<file path="src/rtl/cdgs_pkg.sv">
// shared types, constants and the glyph font for the clock digit grid sequencer
// no dependencies; imported by every module of the block

package cdgs_pkg;

  localparam int unsigned HoldW = 16;
  localparam int unsigned GridW = 15;
  localparam int unsigned StepW = 3;
  localparam int unsigned CfgIdxW = 2;

  localparam logic [CfgIdxW-1:0] CFG_DIGIT_HOLD = 2'd0;
  localparam logic [CfgIdxW-1:0] CFG_COLON_HOLD = 2'd1;
  localparam logic [CfgIdxW-1:0] CFG_COLUMN_HOLD = 2'd2;

  localparam logic [HoldW-1:0] DIGIT_HOLD_RST = 16'd750;
  localparam logic [HoldW-1:0] COLON_HOLD_RST = 16'd600;
  localparam logic [HoldW-1:0] COLUMN_HOLD_RST = 16'd200;

  localparam logic [StepW-1:0] STEP_FIRST = 3'd0;
  localparam logic [StepW-1:0] STEP_COLON = 3'd2;
  localparam logic [StepW-1:0] STEP_LAST = 3'd4;

  localparam logic [3:0] GLYPH_COLON = 4'd10;
  localparam logic [GridW-1:0] COLUMN_BITS = 15'h0421;

  typedef struct packed {
    logic       hour_tens;
    logic [3:0] hour_ones;
    logic [2:0] minute_tens;
    logic [3:0] minute_ones;
  } digits_t;

  function automatic logic [GridW-1:0] font_glyph(input logic [3:0] idx);
    logic [GridW-1:0] g;
    case (idx)
      4'd0:    g = 15'h7E3F;
      4'd1:    g = 15'h03E0;
      4'd2:    g = 15'h76B7;
      4'd3:    g = 15'h7EB5;
      4'd4:    g = 15'h7C9C;
      4'd5:    g = 15'h5EBD;
      4'd6:    g = 15'h5EBF;
      4'd7:    g = 15'h7E10;
      4'd8:    g = 15'h7EBF;
      4'd9:    g = 15'h7E9C;
      4'd10:   g = 15'h0140;
      default: g = '0;
    endcase
    return g;
  endfunction

  // 24-hour value (any 5-bit code) to 12-hour digits, zero shown as 12
  function automatic digits_t split_time(input logic [4:0] hours, input logic [5:0] minutes);
    digits_t    d;
    logic [4:0] h;
    logic [2:0] mt;
    logic [5:0] tens_x10;
    if (hours >= 5'd24) begin
      h = hours - 5'd24;
    end else if (hours >= 5'd12) begin
      h = hours - 5'd12;
    end else begin
      h = hours;
    end
    if (h == 5'd0) begin
      h = 5'd12;
    end
    if (minutes >= 6'd60) mt = 3'd6;
    else if (minutes >= 6'd50) mt = 3'd5;
    else if (minutes >= 6'd40) mt = 3'd4;
    else if (minutes >= 6'd30) mt = 3'd3;
    else if (minutes >= 6'd20) mt = 3'd2;
    else if (minutes >= 6'd10) mt = 3'd1;
    else mt = 3'd0;
    tens_x10 = {mt, 3'b000} + {2'b00, mt, 1'b0};
    d.hour_tens = (h >= 5'd10);
    d.hour_ones = d.hour_tens ? 4'(h - 5'd10) : h[3:0];
    d.minute_tens = mt;
    d.minute_ones = 4'(minutes - tens_x10);
    return d;
  endfunction

endpackage

</file>
<file path="src/rtl/cdgs_pattern.sv">
// grid pattern lookup: column bar in draw mode, font glyph in time mode
// depends on cdgs_pkg

module cdgs_pattern
  import cdgs_pkg::*;
(
  input  logic             draw_i,
  input  logic [StepW-1:0] step_i,
  input  digits_t          digits_i,
  output logic [GridW-1:0] grid_o
);

  logic [3:0] glyph;

  always_comb begin
    case (step_i)
      3'd0:    glyph = {3'b000, digits_i.hour_tens};
      3'd1:    glyph = digits_i.hour_ones;
      3'd2:    glyph = GLYPH_COLON;
      3'd3:    glyph = {1'b0, digits_i.minute_tens};
      default: glyph = digits_i.minute_ones;
    endcase
  end

  assign grid_o = draw_i ? GridW'(COLUMN_BITS << step_i) : font_glyph(glyph);

endmodule

</file>
<file path="src/rtl/clock_digit_grid_sequencer_top.sv">
// clock digit grid sequencer top level: tick sequencer, hold registers, result register
// depends on cdgs_pkg and cdgs_pattern
//
//   channel | signals                                          | dir
//   in      | in_valid_i in_ready_o time_mode_i hours_now_i    | in
//           | minutes_now_i                                    |
//   out     | out_valid_o out_ready_i grid_pattern_o           | out
//           | in_draw_mode_o sequence_step_o                   |
//   cfg     | cfg_valid_i cfg_ready_o cfg_index_i cfg_data_i   | in
//
// one tick per clock unless the result stalls; each tick's result shows in the cycle after acceptance
// the single result register sets the rate: a tick is taken whenever it is empty or drains
// reset clears sequencer state and loads the default hold times
// a stalled result holds its beat and stops input only while it waits

module clock_digit_grid_sequencer_top
  import cdgs_pkg::*;
(
  input  logic               clk_i,
  input  logic               rst_ni,
  input  logic               in_valid_i,
  output logic               in_ready_o,
  input  logic               time_mode_i,
  input  logic [4:0]         hours_now_i,
  input  logic [5:0]         minutes_now_i,
  output logic               out_valid_o,
  input  logic               out_ready_i,
  output logic [GridW-1:0]   grid_pattern_o,
  output logic               in_draw_mode_o,
  output logic [StepW-1:0]   sequence_step_o,
  input  logic               cfg_valid_i,
  output logic               cfg_ready_o,
  input  logic [CfgIdxW-1:0] cfg_index_i,
  input  logic [HoldW-1:0]   cfg_data_i
);

  logic [HoldW-1:0] digit_hold_q, colon_hold_q, column_hold_q;
  logic             draw_q, draw_d;
  logic [StepW-1:0] step_q, step_d;
  logic [HoldW-1:0] hold_q, hold_d;
  digits_t          digits_q, digits_d;
  logic             started_q, started_d;

  logic             out_valid_q;
  logic [GridW-1:0] grid_q;
  logic             draw_out_q;
  logic [StepW-1:0] step_out_q;

  logic             accept;
  logic             seq_start;
  logic [StepW-1:0] step_cur;
  logic [HoldW-1:0] hold_cur;
  logic [HoldW-1:0] limit_raw;
  logic [HoldW:0]   limit;
  logic             done;
  logic [GridW-1:0] grid;

  assign cfg_ready_o = 1'b1;
  assign in_ready_o  = !out_valid_q || out_ready_i;
  assign accept      = in_valid_i && in_ready_o;
  assign seq_start   = !started_q;

  always_comb begin
    draw_d    = draw_q;
    digits_d  = digits_q;
    step_cur  = step_q;
    hold_cur  = hold_q;
    if (seq_start) begin
      draw_d   = !time_mode_i;
      step_cur = STEP_FIRST;
      hold_cur = '0;
      if (time_mode_i) begin
        digits_d = split_time(hours_now_i, minutes_now_i);
      end
    end
    if (step_cur > STEP_LAST) begin
      step_cur = STEP_LAST;
    end

    if (draw_d) limit_raw = column_hold_q;
    else if (step_cur == STEP_COLON) limit_raw = colon_hold_q;
    else limit_raw = digit_hold_q;
    limit = (limit_raw == '0) ? (HoldW+1)'(1) : {1'b0, limit_raw};
    done  = ({1'b0, hold_cur} + (HoldW+1)'(1)) >= limit;

    started_d = 1'b1;
    step_d    = step_cur;
    if (done) begin
      hold_d = '0;
      if (step_cur == STEP_LAST || (draw_d == time_mode_i)) begin
        started_d = 1'b0;
      end else begin
        step_d = step_cur + StepW'(1);
      end
    end else begin
      hold_d = hold_cur + HoldW'(1);
    end
  end

  cdgs_pattern u_pattern (
    .draw_i   (draw_d),
    .step_i   (step_cur),
    .digits_i (digits_d),
    .grid_o   (grid)
  );

  always_ff @(posedge clk_i or negedge rst_ni) begin
    if (!rst_ni) begin
      digit_hold_q  <= DIGIT_HOLD_RST;
      colon_hold_q  <= COLON_HOLD_RST;
      column_hold_q <= COLUMN_HOLD_RST;
    end else if (cfg_valid_i && cfg_ready_o) begin
      unique case (cfg_index_i)
        CFG_DIGIT_HOLD:  digit_hold_q  <= cfg_data_i;
        CFG_COLON_HOLD:  colon_hold_q  <= cfg_data_i;
        CFG_COLUMN_HOLD: column_hold_q <= cfg_data_i;
        default: ;
      endcase
    end
  end

  always_ff @(posedge clk_i or negedge rst_ni) begin
    if (!rst_ni) begin
      draw_q    <= 1'b0;
      step_q    <= '0;
      hold_q    <= '0;
      digits_q  <= '0;
      started_q <= 1'b0;
    end else if (accept) begin
      draw_q    <= draw_d;
      step_q    <= step_d;
      hold_q    <= hold_d;
      digits_q  <= digits_d;
      started_q <= started_d;
    end
  end

  always_ff @(posedge clk_i or negedge rst_ni) begin
    if (!rst_ni) begin
      out_valid_q <= 1'b0;
    end else if (accept) begin
      out_valid_q <= 1'b1;
    end else if (out_ready_i) begin
      out_valid_q <= 1'b0;
    end
  end

  always_ff @(posedge clk_i) begin
    if (accept) begin
      grid_q     <= grid;
      draw_out_q <= draw_d;
      step_out_q <= step_cur;
    end
  end

  assign out_valid_o     = out_valid_q;
  assign grid_pattern_o  = grid_q;
  assign in_draw_mode_o  = draw_out_q;
  assign sequence_step_o = step_out_q;

endmodule

</file>
<file path="config.mk">
export PLATFORM = sky130hd
export DESIGN_NAME = clock_digit_grid_sequencer_top
export DESIGN_NICKNAME = d
export VERILOG_FILES = /design/src/rtl/cdgs_pkg.sv /design/src/rtl/cdgs_pattern.sv /design/src/rtl/clock_digit_grid_sequencer_top.sv
export SDC_FILE = /design/constraint.sdc
export NUM_CORES = 1
export LEC_CHECK = 0
export ABC_AREA = 1
export CAP_MARGIN = 20
export CORE_AREA = 3 3 110 122
export DETAILED_ROUTE_END_ITERATION = 6
export DIE_AREA = 0 0 113 125
export DONT_BUFFER_PORTS = 1
export PLACE_DENSITY = 0.72
export SLEW_MARGIN = 20
export SYNTH_ARGS = -nofsm -noshare
export SYNTH_HDL_FRONTEND = slang
export SYNTH_SLANG_ARGS = --single-unit
</file>
<file path="constraint.sdc">
create_clock -name clk_i -period 3.6 [get_ports clk_i]
set_input_delay 0.54 -clock clk_i [delete_from_list [all_inputs] [get_ports clk_i]]
set_output_delay 0.54 -clock clk_i [all_outputs]
set_load 0.05 [all_outputs]
</file>
**Yosys cells after proc, flatten, opt, wreduce, memory -nomap -nowiden**

Memories as Yosys holds them, arrays and structs flattened.
Index checks and enable logic that the tools add are counted.

- Add/subtract/negate cells: 8
- Order comparisons: 11
- Eq/ne operators: 7
- Shift operators: 1
- Multiplexer cells: 34
- Reductions and logical operators: 13

Operators by type and width:

| cell | number |
|---|---|
| two-way mux 16 bit | 5 |
| two-way mux 5 bit | 7 |
| two-way mux 3 bit | 9 |
| two-way mux 12 bit | 2 |
| >= comparator 6 bit (second input constant) | 3 |
| adder 16 x 1 -> 17 bit (second input constant) | 1 |
| >= comparator 17 x 16 -> 1 bit | 1 |
| adder 16 x 1 -> 16 bit (second input constant) | 1 |
| zero test 16 bit | 1 |
| case mux 4 bit (4 select lines) | 1 |
| two-way mux 15 bit | 1 |
| << shifter 11 x 3 -> 15 bit (first input constant) | 1 |
| >= comparator 6 x 5 -> 1 bit (second input constant) | 2 |
| >= comparator 5 x 4 -> 1 bit (second input constant) | 2 |
| == test 3 x 2 -> 1 bit (second input constant) | 2 |
| >= comparator 6 x 4 -> 1 bit (second input constant) | 1 |
| two-way mux 1 bit | 6 |
| AND reduction 2 bit | 3 |
| >= comparator 5 bit (second input constant) | 1 |
| zero test 5 bit | 1 |
| subtractor 5 x 4 -> 5 bit (second input constant) | 1 |
| subtractor 5 bit (second input constant) | 1 |
| adder 4 bit | 1 |
| two-way mux 2 bit | 2 |
| 16 further kinds | 18 |

- Bits in registers: 101
- Memory bits (read-only): 240
- Input bits: 35
- Word-level logic and storage cells: 90
- Memories kept: 1

Memory list:

| memory | words | width | rd ports | clocked after memory_dff | write ports | line | text |
|---|---|---|---|---|---|---|---|
| (no name shown) | 16 | 15 | 1 | 0 | 0 | cdgs_pkg.sv:35 | `case (idx)` |

**Logic depth before layout (Yosys ltp)**

An unclocked memory read counts as a cell.

- Depth after elaboration: 16
- Gate-level depth with buffers: 26

**By module**

From an unflattened synthesis, not the netlist that was laid out.

- Cell total of the unflattened synthesis: 800
- Area, all modules: 6286.0 um^2

By module, submodules not included:

| module | instances | cells an instance | area an instance (um^2) | sequential area each (um^2) |
|---|---|---|---|---|
| clock_digit_grid_sequencer_top | 1 | 691 | 5657.9 | 2640.0 |
| cdgs_pattern | 1 | 109 | 628.1 | 0.0 |

**Least setup slack after synthesis**

No wires, ideal clock.

- Path kind: reg-to-reg
- Start point: register started_q
- End point: register step_q[0]
- Data arrival time: 3.181 ns
- Setup slack: 0.293 ns
- Cell stages (with the launch flop): 23
- Buffers on the path: 6
- Cell sequence: dfrtp_1 > buf_6 > buf_12 > buf_8 > nand3_1 > inv_1 > ha_1 > nand2_1 > buf_2 > buf_2 > nand2_1 > a31oi_1 > inv_1 > ha_1 > nand2_1 > inv_1 > nand3_1 > nor4_1 > or3b_1 > nand3_1 > buf_4 > nand3_2 > xor2_1

- Longest elaborated chain between the ends: 10

Ends and longest elaborated chain:

| item | line | text |
|---|---|---|
| from (decl) | clock_digit_grid_sequencer_top.sv:42 | `logic started_q, started_d;` |
| from (signal assigned) | clock_digit_grid_sequencer_top.sv:134 | `started_q <= started_d;` |
| two-way mux 3 bit * | clock_digit_grid_sequencer_top.sv:68 | `if (seq_start) begin` |
| > comparator 3 bit | clock_digit_grid_sequencer_top.sv:76 | `if (step_cur > STEP_LAST) begin` |
| two-way mux 3 bit * | clock_digit_grid_sequencer_top.sv:76 |  |
| net step_cur[1] | clock_digit_grid_sequencer_top.sv:51 | `logic [StepW-1:0] step_cur;` |
| == test 3 x 2 -> 1 bit | clock_digit_grid_sequencer_top.sv:81 | `else if (step_cur == STEP_COLON) limit_raw = colon_hold_q;` |
| two-way mux 16 bit | clock_digit_grid_sequencer_top.sv:81 |  |
| two-way mux 16 bit | clock_digit_grid_sequencer_top.sv:80 | `if (draw_d) limit_raw = column_hold_q;` |
| zero test 16 bit | clock_digit_grid_sequencer_top.sv:83 | `limit = (limit_raw == '0) ? (HoldW+1)'(1) : {1'b0, limit_raw};` |
| two-way mux 16 bit | clock_digit_grid_sequencer_top.sv:83 |  |
| >= comparator 17 x 16 -> 1 bit | clock_digit_grid_sequencer_top.sv:84 | `done = ({1'b0, hold_cur} + (HoldW+1)'(1)) >= limit;` |
| two-way mux 3 bit * | clock_digit_grid_sequencer_top.sv:88 | `if (done) begin` |
| to (signal assigned) | clock_digit_grid_sequencer_top.sv:131 | `step_q <= step_d;` |
| to (decl) | clock_digit_grid_sequencer_top.sv:39 | `logic [StepW-1:0] step_q, step_d;` |

Mark *: on every way through the listed nets, which the timed path passes. The rest lies on a longest branch.
A chain may end at the register's enable or synchronous reset.

**Worst setup path after layout**

- Start point: register started_q
- End point: register step_q[0]

- Longest elaborated chain between the ends: 10

Ends and longest elaborated chain:

| item | line |
|---|---|
| two-way mux 3 bit | clock_digit_grid_sequencer_top.sv:68 |
| > comparator 3 bit | clock_digit_grid_sequencer_top.sv:76 |
| two-way mux 3 bit | clock_digit_grid_sequencer_top.sv:76 |
| == test 3 x 2 -> 1 bit | clock_digit_grid_sequencer_top.sv:81 |
| two-way mux 16 bit | clock_digit_grid_sequencer_top.sv:81 |
| two-way mux 16 bit | clock_digit_grid_sequencer_top.sv:80 |
| zero test 16 bit | clock_digit_grid_sequencer_top.sv:83 |
| two-way mux 16 bit | clock_digit_grid_sequencer_top.sv:83 |
| >= comparator 17 x 16 -> 1 bit | clock_digit_grid_sequencer_top.sv:84 |
| two-way mux 3 bit * | clock_digit_grid_sequencer_top.sv:88 |

Every way passes the cells marked *; elsewhere a longest branch is shown, timed or not.

==> run_results.csv <==
group,metric,value,unit
outcome,status,"complete, no violations",
power,power.density,572,nW/µm²
critical_path,r2r-end,"step_q[0]$_DFFE_PN0P_",
yosys,synth_area_leader_cell,"dfrtp_1",
finish,final_area,6640,µm²
critical_path,crit_path_end_kind,"flip-flop",
sta,max_freq,300,MHz
global_route,grt_pass1_wl,23100,µm
critical_path,path_class,"reg -> reg",
critical_path,critPathLaunchType,"flip-flop",
global_route,antenna_found_initial,0,
detailed_routing,antenna_left,0,
yosys,synth_top_family_by_area,"simple AND/OR/NAND/NOR gates",
sta,relSlewSlack,36.2,%
cts,clk-insertion-delay-late,0.35,ns
cts,clkTransAtPathRegs,0.07,ns
sta,min_period,3.34,ns
critical_path,crit_top_cell,"nand2_1",
sta,setup_violations,0,
critical_path,crit_slowest_cell,"dfrtp_1",
critical_path,worstRegToRegCells,21,
yosys,synth_edf_count,18,
yosys,yosys.area_share.adder,7.61,%
cts,htreeDepth,3,
place,dp_cells,927,
cts,numClockSinks,100,
critical_path,cp_top_family,"simple AND/OR/NAND/NOR gates",
place,portBuffers,0,
sta,worst_pin_slew,0.954,ns
sta,post-route-period-util,92.7,%
detailed_routing,wl_per_cell,14.2,µm
yosys,synth_fp_nets,859,
critical_path,critPathMaxFanout,11,
finish,fin_nets,861,
critical_path,worstPathRequired,3.84,ns
cts,clockBufferDepth,2,
place,gp_congestion,0.900,
hold_path,hold_class,"in -> async",
sta,finalMaxSlewViolations,0,
critical_path,cp.buffers_inverters,4,
yosys,synth_compound_area_share,12.3,%
place,dpl_cell_area,6250,µm²
floorplan,dieHeight,125,µm
floorplan,start_util,49.9,%
yosys,yosysMostFrequentCell,"nand2_1",
power,power,0.00380,W
power,vdd_drop_max,0.340,mV
global_route,grt_max_degree,69,
finish,finalNonFillerCells,948,
sta,skew,0.00694,ns
detailed_routing,drt_iter0_drc,353,
sta,hold_violations,0,
yosys,synthSimpleGateAreaFrac,25.1,%
finish,drive_above_1_share,9.82,%
critical_path,critPathMaxStageDelay,0.41,ns
yosys,ys_top_cells_by_count,"nand2_1, inv_1, o21ai_0",
yosys,netlist_instances,787,
critical_path,timing.rr.start,"started_q$_DFFE_PN0P_",
detailed_routing,viasPerCell,5.36,
sta,holdWs,0.0301,ns
flow_run,drv_cap,0,
cts,clockRootBuffer,"clkbuf_16",
yosys,synth-main-ff-cell,"dfrtp_1",
critical_path,regToRegSetupSlack,0.26,ns
power,cellLeakagePower,3.30,nW
place,dp_hpwl,9610,µm
cts,numCtsBuffers,9,
global_route,overflow,0,
detailed_routing,drcViolationCount,0,
yosys,ys_seq_elements,100,
cts,cts_tree,"done",
yosys,synth_cell_types,47,
critical_path,crit_chain,"buf_12 > nand2_1 > inv_1 > ha_1 > inv_1 > nor2_2 > nand2_1 > nor2_2 > nand3_2 > nor2_4 > nand2_1 > xor2_2 > inv_1 > ha_1 > nand2_1 > nor2_2 > nand2_1 > or3b_1 > nand3_4 > nand3_2 > xor2_1",
detailed_routing,vias,5081,
floorplan,coreArea,12200,µm²
yosys,ys_top_cells_by_area,"dfrtp_1, nand2_1, edfxtp_1",
detailed_routing,routed_wl,13400,µm
yosys,yosysWarnings,0,
yosys,netlist_area,6080,µm²
yosys,synth-seq-area-share,42.9,%
floorplan,pin_count,57,
floorplan,die_w,113,µm
finish,fin_util,54.5,%
floorplan,die_area,14100,µm²
yosys,synthXorXnorAreaFrac,2.59,%
yosys,syn_avg_cell_area,7.73,µm²
finish,fillers,1110,
finish,diodes,0,
yosys,synthArstFlopShare,82.0,%
detailed_routing,firstDrtPassIters,5,
global_route,grt.total_usage,19.7,%
global_route,grt_pass1_vias,5141,
yosys,synthMuxAreaShare,0,%
critical_path,cp.arrival,3.58,ns
floorplan,rows,42,
yosys,yosysTopAreaCellShare,28.0,%
finish,areaGrowthSynthToFinish,9.15,%
[power by group]
part / internal (W) / switching [W] / total (W)
Clock: 0.000487 / 0.000421 / 0.000908
Combinational: 0.000410 / 0.000742 / 0.00115
Sequential: 0.00142 / 0.000312 / 0.00174
[state kept, by name, indices dropped and copies added (netlist names)]
name / cells
grid_pattern_o: 14
colon_hold_q: 16
sequence_step_o: 3
digits_q: 12
digit_hold_q: 16
hold_q: 16
draw_q: 1
out_valid_o: 1
in_draw_mode_o: 1
started_q: 1
step_q: 3
column_hold_q: 16
[stage by stage]
step	setup slack [ns]	setup TNS, ns
2_1_floorplan	0.293	0
4_1_cts	0.0748	0
3_3_place_gp	0.172	0
6_report	0.262	0
5_1_grt	-0.0563	-0.285
3_5_place_dp	0.0867	0
[placed cells by master (no fill, tap or decap), types with 2 or more instances in the layout]
cell | Yosys | routed
nand2_1 | 253 | 253
inv_1 | 98 | 98
o21ai_0 | 82 | 81
dfrtp_1 | 68 | 68
nand3_1 | 47 | 44
ha_1 | 37 | 37
nor2_1 | 36 | 32
edfxtp_1 | 18 | 18
buf_4 | 5 | 18
a21oi_1 | 14 | 14
dfstp_2 | 14 | 14
xor2_1 | 12 | 10
nand4_1 | 9 | 9
a31oi_1 | 9 | 9
clkbuf_16 | 0 | 9
o21ai_1 | 7 | 8
o31ai_1 | 9 | 7
xnor2_1 | 6 | 6
nor2_2 | 2 | 5
nand2_2 | 4 | 4
nand3_2 | 2 | 4
or2_2 | 3 | 3
clkinv_2 | 0 | 3
buf_12 | 1 | 3
nor2_4 | 1 | 2
xor2_2 | 0 | 2
o22ai_1 | 2 | 2
a22oi_1 | 2 | 2
nor4_1 | 2 | 2
nor3_1 | 2 | 2
nor3b_1 | 2 | 2
o31ai_2 | 0 | 2
clkbuf_1 | 16 | 2
[metal layers]
| metal | up-vias | global-route usage [%] | wire length, µm |
|---|---|---|---|
| met3 | 22 | 5.03 | 797 |
| met5 | - | 0 | 0 |
| li1 | 2535 | - | - |
| met1 | 2375 | 25.3 | 5920 |
| met2 | 149 | 32.5 | 6450 |
| met4 | 0 | 6.72 | 263 |
[worst max-delay path by stage]
stage,cells past startpoint,slack [ns],to,from
finish,21,0.26,step_q[0]$_DFFE_PN0P_,started_q$_DFFE_PN0P_
global route,21,-0.06,hold_q[10]$_DFFE_PN0P_,started_q$_DFFE_PN0P_
CTS,21,0.07,hold_q[14]$_DFFE_PN0P_,started_q$_DFFE_PN0P_
detailed placement,21,0.09,hold_q[14]$_DFFE_PN0P_,started_q$_DFFE_PN0P_
global placement,21,0.17,step_q[0]$_DFFE_PN0P_,started_q$_DFFE_PN0P_
floorplan,22,0.29,step_q[0]$_DFFE_PN0P_,started_q$_DFFE_PN0P_
[layout make-up]
class,count,area (µm²),share of cell area [%]
clock inverters,4,23.8,0.358
flip-flops and latches,100,2610,39.3
inverters,100,378,5.69
repair buffers,22,223,3.35
clock buffers,12,246,3.71
multi-input cells,556,2970,44.7
well taps,154,193,2.90
[worst register-to-register path: cells and delay by family (launching register included)]
kind | cells | cell delay, ns
AND/OR/NAND/NOR | 13 | 1.70
adder cells (fa/ha/maj) | 2 | 0.44
flip-flops | 1 | 0.41
buffers and inverters | 4 | 0.35
XOR/XNOR | 2 | 0.32
[cell families (layout without fill, tap and decap cells)]
kind of cell	Yosys count	in the layout
compound gates	134	134
xor+xnor	18	18
fa+ha+maj	37	37
buf+inv	131	138
flops	100	100
other cells	1	1
simple gates	366	366
[repair_timing]
action / CTS / global route
buffers inserted: 0 / 4
setup endpoints to repair: 0 / 20
resized for setup: 0 / 13
hold buffers: 1 / 0
endpoints found under the hold margin: 68 / 0
Power figures use the tool's default switching activity.
